==> src/assert_macros.svh <==
// Assertion macros shared by the resequencer RTL.
// Simulation builds get concurrent assertions; synthesis builds get nothing.
`ifndef ASSERT_MACROS_SVH
`define ASSERT_MACROS_SVH
`ifndef SYNTHESIS
`define RSQ_ASSERT(label, clk, rst, prop) \
   label: assert property (@(posedge clk) disable iff (rst) prop) \
      else $error("%m: check failed");
`define RSQ_ASSERT_ALWAYS(label, clk, prop) \
   label: assert property (@(posedge clk) prop) \
      else $error("%m: check failed");
`else
`define RSQ_ASSERT(label, clk, rst, prop)
`define RSQ_ASSERT_ALWAYS(label, clk, prop)
`endif
`endif

==> src/rsq_pkg.sv <==
// Shared constants, status codes and the result record of the resequencer.
// Used by rsq_front, rsq_queue and in_order_resequencer; depends on nothing.
package rsq_pkg;

   localparam int WINDOW         = 32;
   localparam int PAYLOAD_BITS   = 32;
   localparam int INDEX_BITS     = 31;
   localparam int DATA_BITS      = 32;
   localparam int STATUS_BITS    = 2;
   localparam int SLOT_BITS      = $clog2(WINDOW);
   localparam int STORE_BITS     = (PAYLOAD_BITS < DATA_BITS) ? PAYLOAD_BITS : DATA_BITS;
   localparam int QUEUE_DEPTH    = 4;
   localparam int QPTR_BITS      = $clog2(QUEUE_DEPTH);
   localparam int REQ_TDATA_BITS = 64;
   localparam int RSP_TDATA_BITS = 64;
   localparam int RSP_PAD_BITS   = RSP_TDATA_BITS - INDEX_BITS - DATA_BITS;

   typedef enum logic [STATUS_BITS-1:0] {
      STATUS_IN_ORDER      = 2'd0,
      STATUS_OUT_OF_WINDOW = 2'd1,
      STATUS_STALE         = 2'd2
   } status_type;

   typedef struct packed {
      status_type              status;
      logic [INDEX_BITS-1:0]   index;
      logic [DATA_BITS-1:0]    payload;
      logic                    last;
   } result_type;

endpackage

==> src/rsq_front.sv <==
// Front end: classifies each arriving beat, owns the window store and drains held items.
// Depends on rsq_pkg and assert_macros.svh; feeds results to rsq_queue.
`include "assert_macros.svh"

module rsq_front (
   input  logic                              clock,
   input  logic                              reset,
   input  logic                              req_tvalid,
   output logic                              req_tready,
   input  logic [rsq_pkg::INDEX_BITS-1:0]    req_seq_index,
   input  logic [rsq_pkg::DATA_BITS-1:0]     req_payload,
   output logic                              push_valid,
   output rsq_pkg::result_type               push_data,
   input  logic                              push_ready
);
   import rsq_pkg::*;

   typedef enum logic [1:0] {
      ST_IDLE,
      ST_READ,
      ST_PUSH
   } state_type;

   function automatic logic [DATA_BITS-1:0] widen(input logic [STORE_BITS-1:0] v);
      logic [DATA_BITS-1:0] r;
      r = '0;
      r[STORE_BITS-1:0] = v;
      return r;
   endfunction

   function automatic logic [SLOT_BITS-1:0] slot_inc(input logic [SLOT_BITS-1:0] s);
      logic [SLOT_BITS-1:0] r;
      if (s == SLOT_BITS'(WINDOW - 1)) begin
         r = '0;
      end else begin
         r = s + SLOT_BITS'(1);
      end
      return r;
   endfunction

   state_type               state_ff, state_in;
   logic [INDEX_BITS-1:0]   expected_ff, expected_in;
   logic [SLOT_BITS-1:0]    head_ff, head_in;
   logic [WINDOW-1:0]       valid_ff, valid_in;
   logic [STORE_BITS-1:0]   slot_mem_ff [WINDOW];
   logic [STORE_BITS-1:0]   rd_data_ff;

   logic [INDEX_BITS-1:0]   gap;
   logic                    in_order;
   logic                    near;
   logic                    early;
   logic                    dup;
   logic                    accept;
   logic                    store_item;
   logic [SLOT_BITS:0]      slot_sum;
   logic [SLOT_BITS-1:0]    slot;
   logic [SLOT_BITS-1:0]    head_next;
   logic [STORE_BITS-1:0]   pay_store;

   // Distance from the expected index, modulo the index range.
   assign gap       = req_seq_index - expected_ff;
   assign in_order  = (gap == '0);
   assign near      = (gap < INDEX_BITS'(WINDOW));
   assign early     = near && !in_order;
   assign slot_sum  = (SLOT_BITS + 1)'(head_ff) + gap[SLOT_BITS:0];
   assign slot      = (slot_sum >= (SLOT_BITS + 1)'(WINDOW)) ?
                      SLOT_BITS'(slot_sum - (SLOT_BITS + 1)'(WINDOW)) : SLOT_BITS'(slot_sum);
   assign dup       = early && valid_ff[slot];
   assign head_next = slot_inc(head_ff);
   assign pay_store = req_payload[STORE_BITS-1:0];

   assign req_tready = (state_ff == ST_IDLE) && push_ready;
   assign accept     = req_tvalid && req_tready;
   assign store_item = accept && early && !dup;

   always_comb begin
      push_valid        = 1'b0;
      push_data.status  = STATUS_IN_ORDER;
      push_data.index   = req_seq_index;
      push_data.payload = widen(pay_store);
      push_data.last    = 1'b1;
      case (state_ff)
         ST_IDLE: begin
            push_valid = accept && (in_order || dup || !near);
            if (in_order) begin
               push_data.last = !valid_ff[head_next];
            end else if (dup || gap[INDEX_BITS-1]) begin
               push_data.status = STATUS_STALE;
            end else begin
               push_data.status = STATUS_OUT_OF_WINDOW;
            end
         end
         ST_PUSH: begin
            push_valid        = 1'b1;
            push_data.index   = expected_ff;
            push_data.payload = widen(rd_data_ff);
            push_data.last    = !valid_ff[head_next];
         end
         default: begin
            push_valid = 1'b0;
         end
      endcase
   end

   always_comb begin
      state_in    = state_ff;
      expected_in = expected_ff;
      head_in     = head_ff;
      valid_in    = valid_ff;
      case (state_ff)
         ST_IDLE: begin
            if (accept && in_order) begin
               expected_in = expected_ff + INDEX_BITS'(1);
               head_in     = head_next;
               if (valid_ff[head_next]) begin
                  state_in = ST_READ;
               end
            end else if (store_item) begin
               valid_in[slot] = 1'b1;
            end
         end
         ST_READ: begin
            state_in = ST_PUSH;
         end
         ST_PUSH: begin
            if (push_ready) begin
               valid_in[head_ff] = 1'b0;
               expected_in       = expected_ff + INDEX_BITS'(1);
               head_in           = head_next;
               state_in          = valid_ff[head_next] ? ST_READ : ST_IDLE;
            end
         end
         default: begin
            state_in = ST_IDLE;
         end
      endcase
   end

   always_ff @(posedge clock) begin
      if (reset) begin
         state_ff    <= ST_IDLE;
         expected_ff <= '0;
         head_ff     <= '0;
         valid_ff    <= '0;
      end else begin
         state_ff    <= state_in;
         expected_ff <= expected_in;
         head_ff     <= head_in;
         valid_ff    <= valid_in;
      end
   end

   // Window store: written on an early arrival that is not a duplicate, read at the head slot while draining.
   always_ff @(posedge clock) begin
      if (store_item) begin
         slot_mem_ff[slot] <= pay_store;
      end
      rd_data_ff <= slot_mem_ff[head_ff];
   end

   `RSQ_ASSERT(a_read_slot_held, clock, reset, (state_ff == ST_READ) |-> valid_ff[head_ff])
   `RSQ_ASSERT(a_in_order_advances, clock, reset, (accept && in_order) |=> (expected_ff == $past(expected_ff) + INDEX_BITS'(1)))
   `RSQ_ASSERT(a_last_ends_drain, clock, reset, (state_ff == ST_PUSH && push_ready && push_data.last) |=> (state_ff == ST_IDLE))

endmodule

==> src/rsq_queue.sv <==
// Back end: a short result queue whose head entry drives the response channel.
// Depends on rsq_pkg and assert_macros.svh; filled by rsq_front.
`include "assert_macros.svh"

module rsq_queue (
   input  logic                  clock,
   input  logic                  reset,
   input  logic                  push_valid,
   input  rsq_pkg::result_type   push_data,
   output logic                  push_ready,
   output logic                  rsp_tvalid,
   input  logic                  rsp_tready,
   output rsq_pkg::result_type   rsp_result
);
   import rsq_pkg::*;

   result_type             entries_ff [QUEUE_DEPTH];
   logic [QPTR_BITS-1:0]   wr_ptr_ff, wr_ptr_in;
   logic [QPTR_BITS-1:0]   rd_ptr_ff, rd_ptr_in;
   logic [QPTR_BITS:0]     count_ff, count_in;
   logic                   push;
   logic                   pop;

   assign push_ready = (count_ff != (QPTR_BITS + 1)'(QUEUE_DEPTH));
   assign rsp_tvalid = (count_ff != '0);
   assign rsp_result = entries_ff[rd_ptr_ff];
   assign push       = push_valid && push_ready;
   assign pop        = rsp_tvalid && rsp_tready;

   always_comb begin
      wr_ptr_in = push ? wr_ptr_ff + QPTR_BITS'(1) : wr_ptr_ff;
      rd_ptr_in = pop ? rd_ptr_ff + QPTR_BITS'(1) : rd_ptr_ff;
      count_in  = count_ff;
      if (push && !pop) begin
         count_in = count_ff + (QPTR_BITS + 1)'(1);
      end else if (pop && !push) begin
         count_in = count_ff - (QPTR_BITS + 1)'(1);
      end
   end

   always_ff @(posedge clock) begin
      if (reset) begin
         wr_ptr_ff <= '0;
         rd_ptr_ff <= '0;
         count_ff  <= '0;
      end else begin
         wr_ptr_ff <= wr_ptr_in;
         rd_ptr_ff <= rd_ptr_in;
         count_ff  <= count_in;
      end
   end

   always_ff @(posedge clock) begin
      if (push) begin
         entries_ff[wr_ptr_ff] <= push_data;
      end
   end

   `RSQ_ASSERT(a_count_bound, clock, reset, count_ff <= (QPTR_BITS + 1)'(QUEUE_DEPTH))
   `RSQ_ASSERT(a_pop_drops_count, clock, reset, (pop && !push) |=> (count_ff == $past(count_ff) - (QPTR_BITS + 1)'(1)))
   `RSQ_ASSERT(a_push_raises_count, clock, reset, (push && !pop) |=> (count_ff == $past(count_ff) + (QPTR_BITS + 1)'(1)))

endmodule

==> src/in_order_resequencer.sv <==
// Top level of the in-order resequencer: beat packing and the front/back split.
// Depends on rsq_pkg, rsq_front and rsq_queue.
//
//   Channel   Direction   Handshake               Carries
//   req       in          req_tvalid/req_tready   seq_index, payload
//   rsp       out         rsp_tvalid/rsp_tready   out_index, out_payload, status, last
//
// An in-order, rejected or early beat is taken while the front is idle and the queue
// has room. Each held item that an in-order beat releases goes through ST_READ, the
// registered read of the window store's head slot, then ST_PUSH, its push to the queue.
// While a drain runs the request side is held off; the four-entry result queue lets the
// front keep taking beats while earlier results wait on a stalled response side.
// Reset is synchronous; the slot valid flags sit in flip-flops and clear at once, so there
// is no clearing pass and the first beat may follow reset directly.

module in_order_resequencer (
   input  logic                                  clock,
   input  logic                                  reset,
   input  logic                                  req_tvalid,
   output logic                                  req_tready,
   // seq_index [30:0], payload [62:31], zero pad [63]
   input  logic [rsq_pkg::REQ_TDATA_BITS-1:0]    req_tdata,
   output logic                                  rsp_tvalid,
   input  logic                                  rsp_tready,
   // out_index [30:0], out_payload [62:31], zero pad [63]
   output logic [rsq_pkg::RSP_TDATA_BITS-1:0]    rsp_tdata,
   // status [1:0]
   output logic [rsq_pkg::STATUS_BITS-1:0]       rsp_tuser,
   output logic                                  rsp_tlast
);
   import rsq_pkg::*;

   logic [INDEX_BITS-1:0]  req_seq_index;
   logic [DATA_BITS-1:0]   req_payload;
   logic                   push_valid;
   logic                   push_ready;
   result_type             push_data;
   result_type             rsp_result;

   // Unpack the request beat; bits above the two fields are ignored.
   assign req_seq_index = req_tdata[INDEX_BITS-1:0];
   assign req_payload   = req_tdata[INDEX_BITS+DATA_BITS-1:INDEX_BITS];

   // The front classifies each beat against the expected index, stores early arrivals
   // and walks the run of consecutive held items after an in-order beat.
   rsq_front u_front (
      .clock         (clock),
      .reset         (reset),
      .req_tvalid    (req_tvalid),
      .req_tready    (req_tready),
      .req_seq_index (req_seq_index),
      .req_payload   (req_payload),
      .push_valid    (push_valid),
      .push_data     (push_data),
      .push_ready    (push_ready)
   );

   // The queue decouples result production from the response side's stalls.
   rsq_queue u_queue (
      .clock      (clock),
      .reset      (reset),
      .push_valid (push_valid),
      .push_data  (push_data),
      .push_ready (push_ready),
      .rsp_tvalid (rsp_tvalid),
      .rsp_tready (rsp_tready),
      .rsp_result (rsp_result)
   );

   // Pack the response beat; the status travels as tuser and the run end as tlast.
   assign rsp_tdata = {{RSP_PAD_BITS{1'b0}}, rsp_result.payload, rsp_result.index};
   assign rsp_tuser = rsp_result.status;
   assign rsp_tlast = rsp_result.last;

endmodule

==> config.mk <==
export PLATFORM = sky130hd
export DESIGN_NAME = in_order_resequencer
export DESIGN_NICKNAME = d
export VERILOG_FILES = /design/src/rsq_pkg.sv /design/src/rsq_front.sv /design/src/rsq_queue.sv /design/src/in_order_resequencer.sv
export VERILOG_INCLUDE_DIRS = /design/src /design/src/src
export SDC_FILE = /design/constraint.sdc
export NUM_CORES = 2
export LEC_CHECK = 0
export CAP_MARGIN = 10
export CORE_ASPECT_RATIO = 0.75
export CORE_MARGIN = 2
export CORE_UTILIZATION = 55
export CTS_CLUSTER_SIZE = 14
export DETAILED_ROUTE_END_ITERATION = 12
export DONT_BUFFER_PORTS = 1
export PLACE_DENSITY = 0.71
export SLEW_MARGIN = 20
export SYNTH_ARGS = -nofsm -noshare
export SYNTH_HDL_FRONTEND = slang
export SYNTH_SLANG_ARGS = --single-unit
==> constraint.sdc <==
create_clock -name clock -period 12 [get_ports clock]
set_input_delay 0.6 -clock clock [delete_from_list [all_inputs] [get_ports clock]]
set_output_delay 0.6 -clock clock [all_outputs]
set_load 0.03 [all_outputs]
# After elaboration in Yosys (flattened, before gate mapping)
# Memories as Yosys holds them, arrays and structs flattened. A register that Yosys moved wholly into a read port is not among the register bits.
# Cells that the tools add are included.
# totals
rom_bits	0
mem_bits_rw	1288
latchBits	0
output_inout_bits	69
register_bits	77
n_memories	2
# classes
shifts	0
n_div	0
mul	0
reduce_logical	31
n_eq_ne	9
order_cmp	7
n_addsub	9
bitwise	3
n_mux	40
# memory_table
memory	depth	width	rd	rd_ports_with_merged_regs	write_ports	line_no	rtl
u_front.slot_mem_ff	32	32	1	1	1	rsq_front.sv:45	logic [STORE_BITS-1:0] slot_mem_ff [WINDOW];
u_queue.entries_ff	4	66	1	1	1	rsq_queue.sv:17	result_type entries_ff [QUEUE_DEPTH];
# op_table
operator	n
32-bit two-way mux	3
32-bit case mux with 2 select lines	1
63-bit two-way mux	1
31-bit two-way mux	2
31-bit case mux with 2 select lines	1
32-bit bitwise AND	1
32-bit NOT	1
32-bit bitwise OR	1
31-bit by 1-bit adder with 31-bit output (second input constant)	1
31-bit zero test	1
31-bit by 6-bit < comparator with 1-bit output (second input constant)	1
31-bit subtractor	1
5-bit two-way mux	4
5-bit by 6-bit < comparator with 1-bit output (second input constant)	3
2-bit two-way mux	8
1-bit logical AND	14
1-bit binary-select mux with 5-bit select	2
1-bit demux with 5-bit select	2
5-bit by 1-bit greater-or-equal comparator with 1-bit output (second input constant)	2
1-bit two-way mux	10
5-bit case mux with 2 select lines	1
5-bit by 6-bit adder with 6-bit output	1
6-bit greater-or-equal comparator (second input constant)	1
1-bit zero test	6
other kinds (20)	30

# Longest topological paths before layout
# depth
word_depth	16
depth_mapped	23
depth_no_buf	22

# By module
# From an unflattened synthesis, not the netlist that was laid out.
# unflattened
cells_unflattened	2852
area_unflattened_um2	55816.0
# by_module_without_submodules
mod	area_per_inst_um2	cells_per_inst	n_inst
rsq_front	45821.4	2458	1
rsq_queue	9983.3	392	1
in_order_resequencer	11.3	2	1

# Worst setup path after synthesis
# No wires, ideal clock.
# synth_path
kind	flip-flop to flip-flop
start	register u_front.head_ff[1]
end	memory u_front.slot_mem_ff[29][0] (netlist name) (enable)
setup_slack_ns	5.142
synth_period_minus_slack_ns	6.858
required_time_ns	11.539
arrival_time_ns	6.397
setup_time_ns	0.461
path_stages_with_launch	18
path_cell_list	dfxtp_1 -> clkbuf_1 -> clkbuf_1 -> clkbuf_1 -> inv_1 -> fa_1 -> inv_1 -> a21o_1 -> a21oi_1 -> xnor2_1 -> xnor2_1 -> nand3_1 -> o22ai_1 -> nor3_1 -> or4_1 -> buf_2 -> buf_6 -> nor3_1
# synth_via
elab_chain_cells	10
elab_cells_between_ends	11
cone_classes	2 x add/sub; 1 x order compare; 5 x mux; 3 x reduce/logical
# synth_lines
element	line_no	rtl
from (decl)	rsq_front.sv:43	logic [SLOT_BITS-1:0] head_ff, head_in;
from (signal assigned)	rsq_front.sv:148	head_ff <= head_in;
5-bit by 6-bit adder with 6-bit output (*)	rsq_front.sv:65	assign slot_sum = (SLOT_BITS + 1)'(head_ff) + gap[SLOT_BITS:0];
5-bit by 1-bit subtractor with 5-bit output or 6-bit greater-or-equal comparator (tied branches)	rsq_front.sv:67, rsq_front.sv:66	
5-bit two-way mux (*)	rsq_front.sv:66	assign slot = (slot_sum >= (SLOT_BITS + 1)'(WINDOW)) ?
1-bit binary-select mux with 5-bit select	rsq_front.sv:68	assign dup = early && valid_ff[slot];
1-bit two-way mux (implied by the code)	rsq_front.sv:68	
1-bit logical AND	rsq_front.sv:68	
1-bit zero test	rsq_front.sv:74	assign store_item = accept && early && !dup;
1-bit logical AND	rsq_front.sv:74	
1-bit two-way mux	rsq_front.sv:155	if (store_item) begin
1-bit two-way mux (implied by the code)	rsq_front.sv:156	slot_mem_ff[slot] <= pay_store;
to (decl)	rsq_front.sv:45	
# Mark *: on every way between the ends. The rest lies on a longest branch, timed or not. The select of a mux whose other input is x is not followed.

# Final worst setup path
# layout_path
start	register u_front.expected_ff[0]
end	memory u_front.slot_mem_ff[3][22] (netlist name) (enable)
# layout_via
elab_chain_cells	11
elab_cells_between_ends	17
cone_classes	3 x add/sub; 2 x order compare; 5 x mux; 7 x reduce/logical
# layout_lines
element	line_no	rtl
from (decl)	rsq_front.sv:42	logic [INDEX_BITS-1:0] expected_ff, expected_in;
from (signal assigned)	rsq_front.sv:147	expected_ff <= expected_in;
31-bit subtractor (*)	rsq_front.sv:61	assign gap = req_seq_index - expected_ff;
5-bit by 6-bit adder with 6-bit output	rsq_front.sv:65	
5-bit by 1-bit subtractor with 5-bit output or 6-bit greater-or-equal comparator (tied branches)	rsq_front.sv:67, rsq_front.sv:66	
5-bit two-way mux	rsq_front.sv:66	
1-bit binary-select mux with 5-bit select	rsq_front.sv:68	
1-bit two-way mux (implied by the code)	rsq_front.sv:68	
1-bit logical AND	rsq_front.sv:68	
1-bit zero test	rsq_front.sv:74	
1-bit logical AND	rsq_front.sv:74	
1-bit two-way mux	rsq_front.sv:155	
1-bit two-way mux (implied by the code)	rsq_front.sv:156	
# Marked as above.

==> key figures <==
Detailed routing
  – Vias: 29150
  – DR vias/cell: around 6.6
  – Final antenna-violating net count: 0
  – Routed WL: 138700 um
  – DRC: 0
  – DR iter-0 viols: 3976
  – First drt pass iteration count: 6
  – Post-detailed-route wirelength per cell: 31.61 um

Synthesis
  – Post-synth EDFFs: 1288
  – Mapped Area: 55690 um2
  – Number of synthesized register bits: approximately 1400
  – Post-synthesis net count: 2993
  – Synth Area per Inst: 19.36 um2
  – Asr flop ratio synth: 0
  – Top_reg_cell synth: edfxtp_1
  – Sequential cell area fraction in the yosys report: 0.7345
  – Distinct cells, synth: 76
  – Syn Inst Count: roughly 2900
  – Ys Warns: 0

GRT
  – First-pass GRT wire length: 198500 um
  – Vias in the first global route: 28510
  – Total GRT Usage: 0.2691
  – Pin count of the biggest net entering global routing: around 110
  – Grt total ovfl: 0
  – Initial antenna violation count: 6

Worst setup path
  – Worst path max stage delay: around 0.90 ns
  – Required @ worst endpoint: about 12 ns
  – Critical-path cell list: ha_1 > fa_1 > xnor2_1 > ha_1 > a21o_1 > a21oi_1 > xnor2_1 > xnor2_1 > nand3_1 > o22ai_1 > nor3_1 > or4_1 > or3b_1 > nor2_4 > buf_4
  – Crit path max fanout: 32
  – Crit. End Element: flop
  – Cell mode on critical path: xnor2_1
  – WP data arrival: approximately 7.7 ns
  – Startpoint types: flop
  – Slowest cell on crit path: or4_1
  – Critical path class: reg2reg

Pwr
  – Leak: 18.80 nW
  – Pwr/cell area: 166.1 nW/um2
  – VDD IR max: 0.0001500 V

Timing
  – Fin Setup TNS: 0 ns
  – FMAX: 136.2 MHz
  – Unrepaired setup endpoints after global routing: no
  – Hold Slack: 0.05383 ns
  – Clk_skew: 0.02665 ns
  – Tcrit/Tclk final: 0.6120
  – Worst Tran Pin Value: between 1 and 1.5 ns
  – Final hold viol count: 0
  – Relative slew slack: 0.2121
  – Final Setup Violations: 0
  – Final min period: 7.344 ns
  – Pins Over Slew Limit: 0

Cells and area
  – NumNets Final: 3053
  – Footprint of the multi-input gates: 14240 um2
  – Sequential Area: ~41000 um2
  – Share of layout cells above drive strength 1: 0.2349
  – Synth-to-Final Area Change: 11.04%
  – Fill cells: between 6000 and 7000

Floorplan
  – Site row count: 101
  – Die X: 371.4 um
  – Total core area: 100800 um2
  – Initial Util: 0.5522
  – IO Pins: 137
  – Die outline height: between 200 and 300 um
  – Die ar.: 103800 um2

CTS
  – Htree depth: 4
  – Clock latency on the worst-skew pair: approximately 0.76 ns
  – Clock root buffer: clkbuf_16
  – TritonCTS Buffers: between 100 and 150
  – Clock edge transition at the registers on the reported setup and hold paths: 0.07 ns
  – CTS tree: built
  – Largest buffer count on any clock path: 3
  – Post-CTS resize count: 0
  – Clock sink count: between 1000 and 1500

Place
  – Final Wtd Congestion: 0.8670
  – PortBufs: 0
  – DP HPWL: 73690 um

Worst hold path
  – Hold crit path type: in2reg

Run
  – Max Cap Viol: 0

Run status
  – Outcome: finished, final reports clean
-- cells by family (layout without fill, tap and decap cells) --
logic type	count (synthesis)	in the layout	synth area share
adder cells (fa/ha/maj)	48	48	0.01119
XOR/XNOR	51	51	0.008021
AND/OR/NAND/NOR	363	363	0.03393
AO/OA/AOI/OAI	389	389	0.04741
buffers and inverters	214	376	0.01487
flip-flops	1399	1399	0.7345
multiplexers	412	412	0.1500
other	1	10	0.00006734
-- flip-flops by register name, summed over array words and instances (netlist names), named ones only --
register             cells
u_queue.wr_ptr_ff        2
u_front.rd_data_ff      32
u_front.slot_mem_ff   1024
u_front.head_ff          5
u_queue.entries_ff     264
u_front.state_ff         2
u_queue.rd_ptr_ff        2
u_front.expected_ff     31
u_queue.count_ff         3
u_front.valid_ff        32
-- worst paths after layout --
path	from	end	slack [ns]	depth (start not counted)
worst max-delay path	u_front.expected_ff[0]$_SDFFE_PP0P_	u_front.slot_mem_ff[3][22]$_DFFE_PP_	4.66	15
worst min-delay path	reset	u_front.valid_ff[7]$_SDFFE_PP0P_	0.05	3
worst max register to register	u_front.expected_ff[0]$_SDFFE_PP0P_	u_front.slot_mem_ff[3][22]$_DFFE_PP_	4.66	15
worst min register to register	u_front.expected_ff[22]$_SDFFE_PP0P_	u_front.expected_ff[22]$_SDFFE_PP0P_	0.51	2
-- cell usage in the layout (no fill, tap or decap), types with 53 or more instances in the layout --
cell,count
clkbuf_16,135
nor2_1,81
a22oi_1,128
mux4_2,331
nand2_1,53
dfxtp_1,107
o21ai_0,81
mux2_2,72
buf_4,55
edfxtp_1,1288
-- per-stage QoR --
stage	cells	utilization	power (mW)	setup WS (ns)	cell area [um2]
after floorplan	2877	-	6.184	5.142	55690
after global placement	4111	0.5698	6.358	4.577	57460
after CTS	4378	0.6134	10.34	4.751	61850
final	4387	0.6132	10.27	4.656	61830
after global routing	4380	0.6130	10.56	4.443	61820
after detailed placement	4111	0.5698	6.383	4.512	57460
-- per-layer routing --
metal | GRT usage | vias to the layer above | wire length (um) | part of all wire
met2 | 0.4017 | 1570 | 64120 | 0.46
met4 | 0.06700 | 0 | 2624 | 0.019
li1 | - | 12000 | - | -
met3 | 0.06408 | 180 | 14040 | 0.10
met5 | 0 | - | 0 | 0
met1 | 0.4055 | 15400 | 57910 | 0.42
-- cells in the mapped netlist (3+ instances only) --
cell	instances	share of area
xor2_1	13	0.0020
and2_1	7	0.00079
a21oi_1	52	0.0047
nor4_1	10	0.0011
buf_1	36	0.0024
nand2_1	53	0.0036
ha_1	45	0.010
or3_1	16	0.0018
o21a_1	11	0.0015
o21ai_2	8	0.0013
nor2b_1	41	0.0046
buf_2	5	0.00045
o31ai_1	5	0.00067
and4_1	3	0.00047
o21ai_0	81	0.0073
mux2i_1	9	0.0016
a21o_1	11	0.0015
o22ai_1	10	0.0011
o21ai_1	16	0.0014
mux4_2	331	0.13
or4_1	3	0.00040
or2_2	4	0.00045
inv_1	52	0.0035
a211oi_1	3	0.00040
a22o_1	3	0.00047
mux2_2	72	0.015
o221ai_1	6	0.00094
o2111a_1	4	0.00081
nand3_1	15	0.0013
and3_1	10	0.0011
a31oi_1	6	0.00067
nor3_1	25	0.0022
a22oi_1	128	0.017
fa_1	3	0.0011
xnor2_1	38	0.0060
edfxtp_1	1288	0.69
dfxtp_1	111	0.040
clkbuf_1	118	0.0080
nand4_1	43	0.0048
o211ai_1	8	0.0011
nor2_1	107	0.0072
nand2b_1	7	0.00079
o2111ai_1	18	0.0028
-- worst max-delay path: cells and delay by family (launching register included) --
kind,cells,cell delay [ns]
AOI/OAI and AO/OA,3,0.81
xor gates and xnor gates,3,1.25
buffers and inverters,1,0.66
DFF,1,0.40
adders and majority gates,3,1.06
and+or+nand+nor,5,2.69
-- layout make-up --
| cell class | count | area share |
|---|---|---|
| diodes | 9 | 0.0003642 |
| multi-input cells | 1264 | 0.2303 |
| flip-flops and latches | 1399 | 0.6617 |
| inverters | 52 | 0.003157 |
| clock inverters | 48 | 0.006313 |
| repair buffers | 90 | 0.01196 |
| clock buffers | 186 | 0.05919 |
| well taps | 1339 | 0.02709 |
-- power by group --
part / internal, mW / total [mW] / leakage [nW] / switching, mW
registers: 5.44 / 5.50 / 12.5 / 0.0623
logic: 0.241 / 0.828 / 4.32 / 0.587
clock network: 2.20 / 3.94 / 1.96 / 1.74
-- what timing repair did --
item,4_1_cts,5_1_grt
endpoints found under the hold margin,1071,0
setup endpoints to repair,0,0
buffers inserted,0,0
hold buffers,33,0
Note: power is estimated with default switching activity, not from simulation.
